<file path="src/hw/rtl/lgi_pkg.sv">
// Shared constants, types and elaboration-time tables for the modular
// Lagrange interpolation unit. No dependencies; imported by every RTL module.
package lgi_pkg;

  // Block dimensions. MODULUS must be a prime above MAX_POINTS, at least 8192
  // and below 16384 so that a raw 14-bit sample value reduces with a single
  // subtraction.
  localparam int MAX_POINTS = 16;
  localparam int MODULUS    = 10007;

  // Fixed widths of the interface fields.
  localparam int VAL_W  = 14;
  localparam int IDXF_W = 5;
  localparam int PT_W   = 32;
  localparam int CFG_W  = 5;

  // Reset value of the point count register.
  localparam logic [CFG_W-1:0] PCOUNT_RST = CFG_W'(11);

  // Derived widths.
  localparam int RES_W  = $clog2(MODULUS);
  localparam int IDX_W  = $clog2(MAX_POINTS);
  localparam int CNT_W  = $clog2(MAX_POINTS + 1);
  localparam int HALF_W = PT_W / 2;
  localparam int OPA_W  = HALF_W;
  localparam int OPB_W  = HALF_W + 1;

  // Barrett reduction constants. The reducer input is a*b+c, which stays
  // below MODULUS * 2^HALF_W, so RED_W bits hold it and the quotient
  // estimate is off by at most two.
  localparam longint RED_MAX = longint'(MODULUS) << HALF_W;
  localparam int     RED_W   = $clog2(RED_MAX);
  localparam longint MU      = (longint'(1) << RED_W) / MODULUS;
  localparam int     MU_W    = $clog2(MU + 1);
  localparam int     R_W     = $clog2(3 * MODULUS);

  localparam logic [RES_W-1:0] MOD_C = RES_W'(MODULUS);

  // Request to the shared modular multiplier: result is (a*b + c) mod MODULUS.
  typedef struct packed {
    logic             issue;
    logic [OPA_W-1:0] a;
    logic [OPB_W-1:0] b;
    logic [OPA_W-1:0] c;
  } mm_req_t;

  // Inverse factorials modulo MODULUS, entry n holds 1/n!.
  typedef logic [MAX_POINTS-1:0][RES_W-1:0] ifact_tab_t;

  function automatic ifact_tab_t build_ifact();
    ifact_tab_t tab;
    longint     f;
    longint     b;
    longint     e;
    longint     r;
    f = 1;
    for (int n = 0; n < MAX_POINTS; n++) begin
      if (n > 0) f = (f * n) % MODULUS;
      b = f;
      e = MODULUS - 2;
      r = 1;
      while (e != 0) begin
        if ((e % 2) == 1) r = (r * b) % MODULUS;
        b = (b * b) % MODULUS;
        e = e >> 1;
      end
      tab[n] = RES_W'(r);
    end
    return tab;
  endfunction

  localparam ifact_tab_t IFACT = build_ifact();

endpackage

</file>
<file path="src/hw/rtl/lgi_modmul.sv">
// Four-stage pipelined modular multiply-add unit, (a*b + c) mod MODULUS.
// Depends on lgi_pkg for widths and Barrett reduction constants.
module lgi_modmul (
  input  logic                      clk_i,
  input  logic                      rst_ni,
  input  lgi_pkg::mm_req_t          req_i,
  output logic                      done_o,
  output logic [lgi_pkg::RES_W-1:0] res_o
);
  import lgi_pkg::*;

  localparam logic [MU_W-1:0] MU_C  = MU_W'(MU);
  localparam logic [R_W-1:0]  MOD_R = R_W'(MODULUS);

  logic [3:0]               vld_q;
  logic [OPA_W+OPB_W-1:0]   prod;
  logic [RED_W-1:0]         v_d;
  logic [RED_W-1:0]         v_q;
  logic [RED_W-1:0]         v1_q;
  logic [RED_W+MU_W-1:0]    qfull;
  logic [MU_W-1:0]          q_q;
  logic [MU_W+RES_W-1:0]    qpfull;
  logic [R_W-1:0]           qp_q;
  logic [R_W-1:0]           vlow_q;
  logic [R_W-1:0]           r0;
  logic [R_W-1:0]           r1;
  logic [R_W-1:0]           r2;
  logic [RES_W-1:0]         res_q;

  // Stage 1: product plus addend.
  assign prod = {{OPB_W{1'b0}}, req_i.a} * {{OPA_W{1'b0}}, req_i.b};
  assign v_d  = prod[RED_W-1:0] + RED_W'(req_i.c);

  // Stage 2: quotient estimate. Stage 3: quotient times modulus.
  assign qfull  = {{MU_W{1'b0}}, v_q} * {{RED_W{1'b0}}, MU_C};
  assign qpfull = {{RES_W{1'b0}}, q_q} * {{MU_W{1'b0}}, MOD_C};

  // Stage 4: the true remainder is below three moduli, so the low bits suffice.
  always_comb begin
    r0 = vlow_q - qp_q;
    r1 = (r0 >= MOD_R) ? r0 - MOD_R : r0;
    r2 = (r1 >= MOD_R) ? r1 - MOD_R : r1;
  end

  always_ff @(posedge clk_i or negedge rst_ni) begin
    if (!rst_ni) begin
      vld_q <= '0;
    end else begin
      vld_q <= {vld_q[2:0], req_i.issue};
    end
  end

  always_ff @(posedge clk_i) begin
    v_q    <= v_d;
    q_q    <= qfull[RED_W +: MU_W];
    v1_q   <= v_q;
    qp_q   <= qpfull[R_W-1:0];
    vlow_q <= v1_q[R_W-1:0];
    res_q  <= r2[RES_W-1:0];
  end

  assign done_o = vld_q[3];
  assign res_o  = res_q;

endmodule

</file>
<file path="src/hw/rtl/lagrange_interp_mod_prime_unit.sv">
// Top level of the modular Lagrange interpolation unit: microcode sequencer,
// sample store and result register. Depends on lgi_pkg and lgi_modmul.
//
//   Port group     Direction  Handshake               Contents
//   cfg_*          in         cfg_we_i                point count register
//   in_*           in         in_valid_i / in_stall_o opcode, index, value, point
//   out_*          out        out_valid_o/out_stall_i result value
//
// A load word is written to the sample store when accepted. An evaluate word
// runs a microprogram whose cost is set by the shared multiplier: every
// multiply step issues and then waits through the four pipeline stages, while
// other steps complete in their own cycle.
// Reset clears the sequencer, the output valid flag and sets the point count
// to 11; the sample store is not cleared. The input stalls while an
// evaluation runs; a finished result waits in the output register while new
// words are accepted, and only the final step waits on a stalled output.
module lagrange_interp_mod_prime_unit (
  input  logic                       clk_i,
  input  logic                       rst_ni,
  input  logic                       cfg_we_i,
  input  logic [lgi_pkg::CFG_W-1:0]  cfg_wdata_i,
  input  logic                       in_valid_i,
  output logic                       in_stall_o,
  input  logic                       opcode_i,
  input  logic [lgi_pkg::IDXF_W-1:0] sample_index_i,
  input  logic [lgi_pkg::VAL_W-1:0]  sample_value_i,
  input  logic [lgi_pkg::PT_W-1:0]   point_i,
  output logic                       out_valid_o,
  input  logic                       out_stall_i,
  output logic [lgi_pkg::VAL_W-1:0]  result_value_o
);
  import lgi_pkg::*;

  localparam logic OP_LOAD = 1'b0;
  localparam logic OP_EVAL = 1'b1;

  // Sequencer phase.
  localparam logic [1:0] PH_IDLE = 2'd0;
  localparam logic [1:0] PH_EXEC = 2'd1;
  localparam logic [1:0] PH_WAIT = 2'd2;

  // Microprogram addresses.
  localparam int UPC_W = 4;
  localparam logic [UPC_W-1:0] U_RHI    = UPC_W'(0);
  localparam logic [UPC_W-1:0] U_RLO    = UPC_W'(1);
  localparam logic [UPC_W-1:0] U_PSTORE = UPC_W'(2);
  localparam logic [UPC_W-1:0] U_PMUL   = UPC_W'(3);
  localparam logic [UPC_W-1:0] U_TINIT  = UPC_W'(4);
  localparam logic [UPC_W-1:0] U_TCHK   = UPC_W'(5);
  localparam logic [UPC_W-1:0] U_M1     = UPC_W'(6);
  localparam logic [UPC_W-1:0] U_M2     = UPC_W'(7);
  localparam logic [UPC_W-1:0] U_M3     = UPC_W'(8);
  localparam logic [UPC_W-1:0] U_M4     = UPC_W'(9);
  localparam logic [UPC_W-1:0] U_ACC    = UPC_W'(10);
  localparam logic [UPC_W-1:0] U_M5     = UPC_W'(11);
  localparam logic [UPC_W-1:0] U_OUT    = UPC_W'(12);

  typedef enum logic [2:0] {A_PHI, A_X, A_RUN, A_PRE, A_T} asel_e;
  typedef enum logic [2:0] {B_ONE, B_SHIFT, B_DIFF, B_RUN, B_IFI, B_IFK, B_SMP} bsel_e;
  typedef enum logic {C_ZERO, C_PLO} csel_e;
  typedef enum logic [1:0] {D_NONE, D_X, D_RUN, D_T} dest_e;
  typedef enum logic [1:0] {K_HOLD, K_INC, K_DEC, K_LOADK} cnt_e;
  typedef enum logic [1:0] {J_NEXT, J_ALWAYS, J_GE_K, J_ZERO} jmp_e;

  typedef struct packed {
    logic             mul;
    asel_e            asel;
    bsel_e            bsel;
    csel_e            csel;
    dest_e            dest;
    cnt_e             cnt;
    logic             run_one;
    logic             store_pre;
    logic             acc_add;
    logic             finish;
    jmp_e             jmp;
    logic [UPC_W-1:0] target;
  } ucw_t;

  // The microprogram. The value at x is the sum over nodes i of
  //   s(i) * pre(i) * suf(i) * (1/(i-1)!) * (1/(k-i)!) * (-1)^(k-i)
  // where pre(i) is the product of (x-j) for j below i and suf(i) the product
  // for j above i. The prefix products are stored first; the node loop then
  // runs from k down to 1 and builds the suffix product on the way.
  function automatic ucw_t ucode(input logic [UPC_W-1:0] pc);
    ucw_t w;
    w = '0;
    unique case (pc)
      U_RHI: begin
        // Upper half of the point, reduced.
        w.mul = 1'b1; w.asel = A_PHI; w.bsel = B_ONE; w.dest = D_X;
      end
      U_RLO: begin
        // x = (x * 2^16 + lower half) mod p.
        w.mul = 1'b1; w.asel = A_X; w.bsel = B_SHIFT; w.csel = C_PLO; w.dest = D_X;
      end
      U_PSTORE: begin
        w.store_pre = 1'b1; w.jmp = J_GE_K; w.target = U_TINIT;
      end
      U_PMUL: begin
        w.mul = 1'b1; w.asel = A_RUN; w.bsel = B_DIFF; w.dest = D_RUN;
        w.cnt = K_INC; w.jmp = J_ALWAYS; w.target = U_PSTORE;
      end
      U_TINIT: begin
        w.cnt = K_LOADK; w.run_one = 1'b1;
      end
      U_TCHK: begin
        w.jmp = J_ZERO; w.target = U_OUT;
      end
      U_M1: begin
        w.mul = 1'b1; w.asel = A_PRE; w.bsel = B_RUN; w.dest = D_T;
      end
      U_M2: begin
        w.mul = 1'b1; w.asel = A_T; w.bsel = B_IFI; w.dest = D_T;
      end
      U_M3: begin
        w.mul = 1'b1; w.asel = A_T; w.bsel = B_IFK; w.dest = D_T;
      end
      U_M4: begin
        w.mul = 1'b1; w.asel = A_T; w.bsel = B_SMP; w.dest = D_T;
      end
      U_ACC: begin
        w.acc_add = 1'b1;
      end
      U_M5: begin
        w.mul = 1'b1; w.asel = A_RUN; w.bsel = B_DIFF; w.dest = D_RUN;
        w.cnt = K_DEC; w.jmp = J_ALWAYS; w.target = U_TCHK;
      end
      U_OUT: begin
        w.finish = 1'b1;
      end
      default: begin
        w.jmp = J_ALWAYS; w.target = U_OUT;
      end
    endcase
    return w;
  endfunction

  // Control state.
  logic [1:0]       phase_q, phase_d;
  logic [UPC_W-1:0] upc_q, upc_d;
  logic             out_valid_q;
  logic [CFG_W-1:0] cfg_q;

  // Datapath state.
  logic [PT_W-1:0]  pt_q;
  logic [RES_W-1:0] x_q;
  logic [RES_W-1:0] run_q;
  logic [RES_W-1:0] t_q;
  logic [RES_W-1:0] acc_q;
  logic [CNT_W-1:0] cnt_q;
  logic [CNT_W-1:0] k_q;
  logic [VAL_W-1:0] out_q;
  logic [RES_W-1:0] pre_q    [MAX_POINTS];
  logic [VAL_W-1:0] sample_q [MAX_POINTS];

  ucw_t             cw;
  logic             in_acc;
  logic             load_acc;
  logic             eval_acc;
  logic             idx_ok;
  logic [IDX_W-1:0] widx;
  logic [CNT_W-1:0] k_eff;
  logic             out_busy;
  logic             issue;
  logic             fire;
  logic             take;
  logic [UPC_W-1:0] upc_nxt;
  logic [IDX_W-1:0] cm1;
  logic [CNT_W-1:0] kdiff;
  logic [IDX_W-1:0] kmc;
  logic [RES_W:0]   xe;
  logic [RES_W:0]   ce;
  logic [RES_W:0]   diff_w;
  logic [RES_W-1:0] diff;
  logic [VAL_W-1:0] smp;
  logic [RES_W-1:0] sred;
  logic [RES_W:0]   sum;
  logic             neg;
  logic [RES_W-1:0] acc_nxt;
  mm_req_t          mm_req;
  logic             mm_done;
  logic [RES_W-1:0] mm_res;

  // Input acceptance. A load writes the store at once; an evaluate starts
  // the microprogram. Loads with an index outside 1..MAX_POINTS are dropped.
  assign in_stall_o = (phase_q != PH_IDLE);
  assign in_acc     = in_valid_i && !in_stall_o;
  assign load_acc   = in_acc && (opcode_i == OP_LOAD);
  assign eval_acc   = in_acc && (opcode_i == OP_EVAL);
  assign idx_ok     = (sample_index_i != '0) && (int'(sample_index_i) <= MAX_POINTS);
  assign widx       = IDX_W'(sample_index_i - IDXF_W'(1));

  // Counts above the store depth saturate.
  assign k_eff = (CNT_W'(cfg_q) > CNT_W'(MAX_POINTS)) ? CNT_W'(MAX_POINTS) : CNT_W'(cfg_q);

  // Node-dependent operands. The counter holds node i, stored entries are
  // indexed by i-1.
  always_comb begin
    cm1   = IDX_W'(cnt_q - CNT_W'(1));
    kdiff = k_q - cnt_q;
    kmc   = kdiff[IDX_W-1:0];
    xe    = {1'b0, x_q};
    ce    = (RES_W+1)'(cnt_q);
    // x - i as a proper residue.
    diff_w = (xe >= ce) ? xe - ce : xe + {1'b0, MOD_C} - ce;
    diff   = diff_w[RES_W-1:0];
    smp    = sample_q[cm1];
    sred   = RES_W'((smp >= VAL_W'(MODULUS)) ? smp - VAL_W'(MODULUS) : smp);
  end

  // Accumulate: the inverse node-difference product carries the sign
  // (-1)^(k-i), so odd distances subtract.
  always_comb begin
    sum = {1'b0, acc_q} + {1'b0, t_q};
    neg = k_q[0] ^ cnt_q[0];
    if (neg) begin
      acc_nxt = (acc_q >= t_q) ? acc_q - t_q
                               : RES_W'({1'b0, acc_q} + {1'b0, MOD_C} - {1'b0, t_q});
    end else begin
      acc_nxt = (sum >= {1'b0, MOD_C}) ? RES_W'(sum - {1'b0, MOD_C}) : sum[RES_W-1:0];
    end
  end

  // Sequencer: a non-multiply step completes in its cycle (the final one waits on
  // a stalled output); a multiply step issues and completes when its result lands.
  always_comb begin
    cw       = ucode(upc_q);
    out_busy = out_valid_q && out_stall_i;
    issue    = (phase_q == PH_EXEC) && cw.mul;
    fire     = ((phase_q == PH_EXEC && !cw.mul) || (phase_q == PH_WAIT && mm_done))
               && !(cw.finish && out_busy);
    unique case (cw.jmp)
      J_NEXT:   take = 1'b0;
      J_ALWAYS: take = 1'b1;
      J_GE_K:   take = (cnt_q >= k_q);
      J_ZERO:   take = (cnt_q == '0);
    endcase
    upc_nxt = take ? cw.target : upc_q + UPC_W'(1);
  end

  always_comb begin
    phase_d = phase_q;
    upc_d   = upc_q;
    unique case (phase_q)
      PH_IDLE: begin
        if (eval_acc) begin
          phase_d = PH_EXEC;
          upc_d   = U_RHI;
        end
      end
      PH_EXEC: begin
        if (issue) begin
          phase_d = PH_WAIT;
        end else if (fire) begin
          upc_d = upc_nxt;
          if (cw.finish) phase_d = PH_IDLE;
        end
      end
      PH_WAIT: begin
        if (fire) begin
          phase_d = PH_EXEC;
          upc_d   = upc_nxt;
        end
      end
      default: phase_d = PH_IDLE;
    endcase
  end

  // Multiplier operand selection.
  always_comb begin
    mm_req.issue = issue;
    unique case (cw.asel)
      A_PHI:   mm_req.a = pt_q[PT_W-1:HALF_W];
      A_X:     mm_req.a = OPA_W'(x_q);
      A_RUN:   mm_req.a = OPA_W'(run_q);
      A_PRE:   mm_req.a = OPA_W'(pre_q[cm1]);
      A_T:     mm_req.a = OPA_W'(t_q);
      default: mm_req.a = '0;
    endcase
    unique case (cw.bsel)
      B_ONE:   mm_req.b = OPB_W'(1);
      B_SHIFT: mm_req.b = {1'b1, {HALF_W{1'b0}}};
      B_DIFF:  mm_req.b = OPB_W'(diff);
      B_RUN:   mm_req.b = OPB_W'(run_q);
      B_IFI:   mm_req.b = OPB_W'(IFACT[cm1]);
      B_IFK:   mm_req.b = OPB_W'(IFACT[kmc]);
      B_SMP:   mm_req.b = OPB_W'(sred);
      default: mm_req.b = '0;
    endcase
    unique case (cw.csel)
      C_ZERO: mm_req.c = '0;
      C_PLO:  mm_req.c = pt_q[HALF_W-1:0];
    endcase
  end

  lgi_modmul u_modmul (
    .clk_i  (clk_i),
    .rst_ni (rst_ni),
    .req_i  (mm_req),
    .done_o (mm_done),
    .res_o  (mm_res)
  );

  always_ff @(posedge clk_i or negedge rst_ni) begin
    if (!rst_ni) begin
      phase_q     <= PH_IDLE;
      upc_q       <= U_RHI;
      out_valid_q <= 1'b0;
      cfg_q       <= PCOUNT_RST;
    end else begin
      phase_q <= phase_d;
      upc_q   <= upc_d;
      if (cfg_we_i) cfg_q <= cfg_wdata_i;
      if (fire && cw.finish) begin
        out_valid_q <= 1'b1;
      end else if (!out_stall_i) begin
        out_valid_q <= 1'b0;
      end
    end
  end

  always_ff @(posedge clk_i) begin
    if (load_acc && idx_ok) sample_q[widx] <= sample_value_i;
  end

  always_ff @(posedge clk_i) begin
    if (eval_acc) begin
      pt_q  <= point_i;
      cnt_q <= CNT_W'(1);
      run_q <= RES_W'(1);
      acc_q <= '0;
      k_q   <= k_eff;
    end else if (fire) begin
      unique case (cw.dest)
        D_NONE: begin
        end
        D_X:   x_q   <= mm_res;
        D_RUN: run_q <= mm_res;
        D_T:   t_q   <= mm_res;
      endcase
      if (cw.run_one) run_q <= RES_W'(1);
      unique case (cw.cnt)
        K_HOLD: begin
        end
        K_INC:   cnt_q <= cnt_q + CNT_W'(1);
        K_DEC:   cnt_q <= cnt_q - CNT_W'(1);
        K_LOADK: cnt_q <= k_q;
      endcase
      if (cw.store_pre) pre_q[cm1] <= run_q;
      if (cw.acc_add) acc_q <= acc_nxt;
      if (cw.finish) out_q <= VAL_W'(acc_q);
    end
  end

  assign out_valid_o    = out_valid_q;
  assign result_value_o = out_q;

`ifndef SYNTHESIS
  // A multiplier result only ever arrives while the sequencer waits for it.
  a_done_in_wait: assert property (@(posedge clk_i) disable iff (!rst_ni)
    mm_done |-> (phase_q == PH_WAIT))
    else $error("multiplier result outside wait phase");

  // In the node loop the counter never exceeds the node count.
  a_cnt_range: assert property (@(posedge clk_i) disable iff (!rst_ni)
    (phase_q != PH_IDLE && upc_q >= U_TCHK) |-> (cnt_q <= k_q))
    else $error("node counter above node count");

  // A new result appears only after the final microprogram step.
  a_out_from_final: assert property (@(posedge clk_i) disable iff (!rst_ni)
    $rose(out_valid_q) |-> ($past(upc_q) == U_OUT))
    else $error("result valid raised outside final step");
`endif

endmodule
</file>
<file path="config.mk">
export PLATFORM = sky130hd
export DESIGN_NAME = lagrange_interp_mod_prime_unit
export DESIGN_NICKNAME = d
export VERILOG_FILES = /design/src/hw/rtl/lgi_pkg.sv /design/src/hw/rtl/lgi_modmul.sv /design/src/hw/rtl/lagrange_interp_mod_prime_unit.sv
export SDC_FILE = /design/constraint.sdc
export NUM_CORES = 2
export LEC_CHECK = 0
export ABC_CLOCK_PERIOD_IN_PS = 15700
export BUFFER_PORTS_ARGS = -buffer_cell sky130_fd_sc_hd__clkbuf_2
export CAP_MARGIN = 0
export CORE_MARGIN = 5
export CORE_UTILIZATION = 54
export CTS_CLUSTER_DIAMETER = 100
export DETAILED_ROUTE_END_ITERATION = 7
export HOLD_SLACK_MARGIN = 0.15
export PLACE_DENSITY = 0.81
export RECOVER_POWER = 25
export SLEW_MARGIN = 20
export SYNTH_ARGS = -nofsm -noshare
export SYNTH_HDL_FRONTEND = slang
export SYNTH_HIERARCHICAL = 1
export SYNTH_SLANG_ARGS = --single-unit
</file>
<file path="constraint.sdc">
create_clock -name clk_i -period 15.7 [get_ports clk_i]
set_clock_uncertainty 0.15 [all_clocks]
set_input_delay 4.71 -clock clk_i [delete_from_list [all_inputs] [get_ports clk_i]]
set_output_delay 4.71 -clock clk_i [all_outputs]
set_load 0.01 [all_outputs]
</file>
==> results <==
- At the later pin of the worst-skew pair, clock insertion delay measures 650 ps.
- Dividing the synthesized area by the synthesized cell count gives between 10 and 15 sq um.
- Across the run, the number of max-cap violations was 0.
- The number of failing setup endpoints in the final timing report is 0.
- The hold-fix buffer count after cts is 0.
- The remaining global-route overflow is 0.
- The run finished with clean final reports.
- For this run, the detailed router's first-pass iteration total came to 7.
- The endpoint of the most critical register-to-register path is u_modmul/v_q[29].
- The synthesis-stage register bit count is roughly 700.
- In the routed design, unresolved DRC markers number 0.
- OpenSTA, run right after detailed placement, puts the worst setup slack at 4050 ps.
- The clock root buffer is clkbuf_16.
- The CTS buffer count is 69.
- Counting I/O delays and the setup requirement, the final critical path takes approximately 12000 ps.
- The worst min-delay path endpoint is u_modmul/vlow_q[11].
- The cell repeated most along the worst path is inv_1.
- After the first detailed-routing iteration, the DRC count stood at ~4200.
- The remaining number of nets flagged by the antenna check after routing is 0.
- The placeable core area is 91500 sq um.
- The floorplan die area is ~100000 sq um.
- The count of flip-flops with a built-in enable after synthesis is 527.
- After the last flow step, the layout net total stands at 5256.
- Synthesis produced around 4300 cells.
- After legalization and detailed placement, the total HPWL measured 90900 microns.
- The share of the clock period used by the worst path after layout is 74.5%.
- The path class of the tightest hold or removal check is flop to flop.
- TritonCTS built the clock tree.
- Summing over every cut layer, the via total after detailed routing is around 34000.
- At the pin with the least slew margin, the transition time is approximately 1300 ps.
- The count of warnings emitted by yosys is 6.
- The first-pass GRT wire length is slightly below 200000 microns.
- The tightest hold path in the finished design has a slack of about 160 ps.
- The via count of the first global-routing pass is between 30000 and 40000.
- Timing would allow up to between 0.08 and 0.09 GHz.
- In the routed layout, each cell is associated on average with a via count of around 6.
- The critical path is of the flop to flop type.
- The area growth from synthesis to layout is 8.64%.
- For this design, the sink count on the clock tree is 680.
- The worst setup path is captured at a flop.
- The final routed wirelength across all metal layers is between 100000 and 150000 microns.
- The per-cell routed wire length is approximately 23 microns.
- The most common library cell in the layout ignoring fill and taps is inv_1.
- The cell area reported after detailed placement is 51600 sq um.
- The register area share after synthesis is a little under two fifths.
- In this run the count of I/O pins placed on the die edge is 78.
- The worst path meets setup with ~4000 ps of slack.
- The number of antenna violations at the first check in global routing came to 11.
- The number of gates given a new drive strength after cts is 0.
- The vertical die dimension is 313 microns.
- The worst hold path cell count is 0.
- In the synthesized netlist the async set-or-reset flop fraction comes to under 10%.
- The count of endpoints failing hold in the final timing report is 0.
- Measured against its own limit, the worst slew margin works out to between 10% and 20%.
- After filler insertion, the fill cell instance count of the layout stands at about 7000.
- The clock transition time at the flip-flop clock pins of the worst setup and hold paths is ~70 ps.
- After routing the design area is ~54000 sq um.
- The data arrival time at the worst-slack endpoint is around 12000 ps.
- Buffers placed on the I/O ports in this run total 77.
- Of all nets on the critical path, the largest fanout is 46.
- On the critical path, the stage with the largest delay is an instance of dfxtp_4.
- Summing every instance area after synthesis gives between 40000 and 50000 sq um.
- The sequential cell area is between 15000 and 20000 sq um.
- After floorplanning, the core was divided into ~110 placement rows.
- In the layout the commonest cells are 752 x inv_1, 527 x edfxtp_1, 423 x ha_1.
- The maximum number of pins on one net before global-route repair is 78.
- Data on the critical path is required at its endpoint by between 15000 and 20000 ps.
- The worst hold path begins at u_modmul/v1_q[11].
- The delay of the slowest critical-path stage is approximately 910 ps.
- The startpoint of the worst-slack reg-to-reg timing path is cnt_q[0].
- The netlist uses a little under 100 different library cells.
- The die span in x is about 310 microns.
- The clock passes through at most 3 buffers.
- STA classifies the critical path startpoint as a flop.
- The congestion estimate from routability-driven global placement came to 0.959.
- The setup check on the worst reg-to-reg path leaves a slack of ~4000 ps.
- Across every metal layer, demand over resource in global routing totals about a quarter.
- The H-tree was split into 3 levels.
- For this configuration, the core starts out at a cell density of a little over half.
- The most used flip-flop cell after synthesis is edfxtp_1.
- Counting cells, the worst reg-to-reg path comes to 38.
- Setup repair after global routing left no endpoint under its margin.
- The post-CTS setup repair buffer count is 0.
- Summed over all failing endpoints, the final setup total negative slack is 0 ps.
- Of the cells placed in the final design, the portion with a size suffix greater than 1 is 10.5%.
- The count of pins over their slew limit is 0.
- The multi-input logic area is 27500 sq um.
through the flow:
step           cells  util (%)
2_1_floorplan   4287         -
3_3_place_gp    5467      56.4
3_5_place_dp    5467      56.4
4_1_cts         5595      58.9
5_1_grt         5597      58.9
6_report        5602      58.9
per-layer routing:
layer | up-vias | part of all wire (%) | GRT usage [%]
met2 | 1784 | 48 | 42.5
met1 | 16790 | 38 | 33.7
met5 | - | 0.061 | 0
met4 | 10 | 3.7 | 8.56
met3 | 407 | 10 | 6.33
li1 | 14814 | - | -
worst max path at each step:
stage / start / to / slack (ps) / cells past startpoint
floorplan: cnt_q[0] / u_modmul/v_q[28] / 4810 / 45
global placement: cnt_q[0] / u_modmul/v_q[28] / 4200 / 34
detailed placement: cnt_q[0] / u_modmul/v_q[28] / 4050 / 34
CTS: cnt_q[0] / u_modmul/v_q[28] / 3920 / 34
global route: cnt_q[0] / u_modmul/v_q[23] / 3300 / 38
finish: cnt_q[0] / u_modmul/v_q[29] / 4000 / 38
layout make-up:
| cell class | instances | share of cell area [%] |
|---|---|---|
| multi-input cells | 2710 | 50.9 |
| inverters | 753 | 5.24 |
| repair buffers | 139 | 1.61 |
| flip-flops and latches | 680 | 35.2 |
| clock buffers | 91 | 3.45 |
| diodes | 6 | 0.0278 |
| well taps | 1186 | 2.75 |
| clock inverters | 37 | 0.793 |
critical path: cells and delay by family, from the launching register on:
family                   cells  cell delay (ps)
AO/OA/AOI/OAI               12             3000
XOR/XNOR                     1              160
adder cells (fa/ha/maj)      8             3440
buffers and inverters        9             1830
flip-flops                   1              910
multiplexers                 2              920
AND/OR/NAND/NOR              6             1070
registers in the layout, summed over array words and instances (netlist names), 14 cells and up:
name,flops
t_q,14
u_modmul/v1_q,15
u_modmul/res_o,14
u_modmul/qp_q,15
sample_q,224
acc_q,14
pt_q,32
x_q,14
run_q,14
u_modmul/vlow_q,15
u_modmul/v_q,30
pre_q,224
u_modmul/q_q,15
result_value_o,14
cells by family after synthesis:
group	synth area share (%)
simple gates	9.35
buf+inv	6.97
fa+ha+maj	27.5
flops	38.2
compound gates	7.90
mux	7.08
xor+xnor	2.98
other cells	0.00755
synthesized netlist by cell type, drive strengths merged, types with 24 or more instances:
cell type	n	area share (%)
ha	425	11
nand2	299	2.3
clkbuf	106	0.80
and3	31	0.39
nand3	62	0.63
xnor2	135	2.4
nand2b	32	0.40
dfxtp	137	5.5
o211ai	30	0.45
edfxtp	527	32
mux4	140	6.4
mux2i	24	0.48
a21oi	156	1.6
nor2b	35	0.44
fa	416	17
inv	751	5.7
a211oi	31	0.49
buf	38	0.48
and2	148	1.9
o21ai	101	1.0
nor2	165	1.3
xor2	34	0.60
nor3	78	0.83
a21o	45	0.68
Power is left out: the tool's default activity adds up to more than one toggle a clock period on the data nets, which glitch-free logic cannot reach.
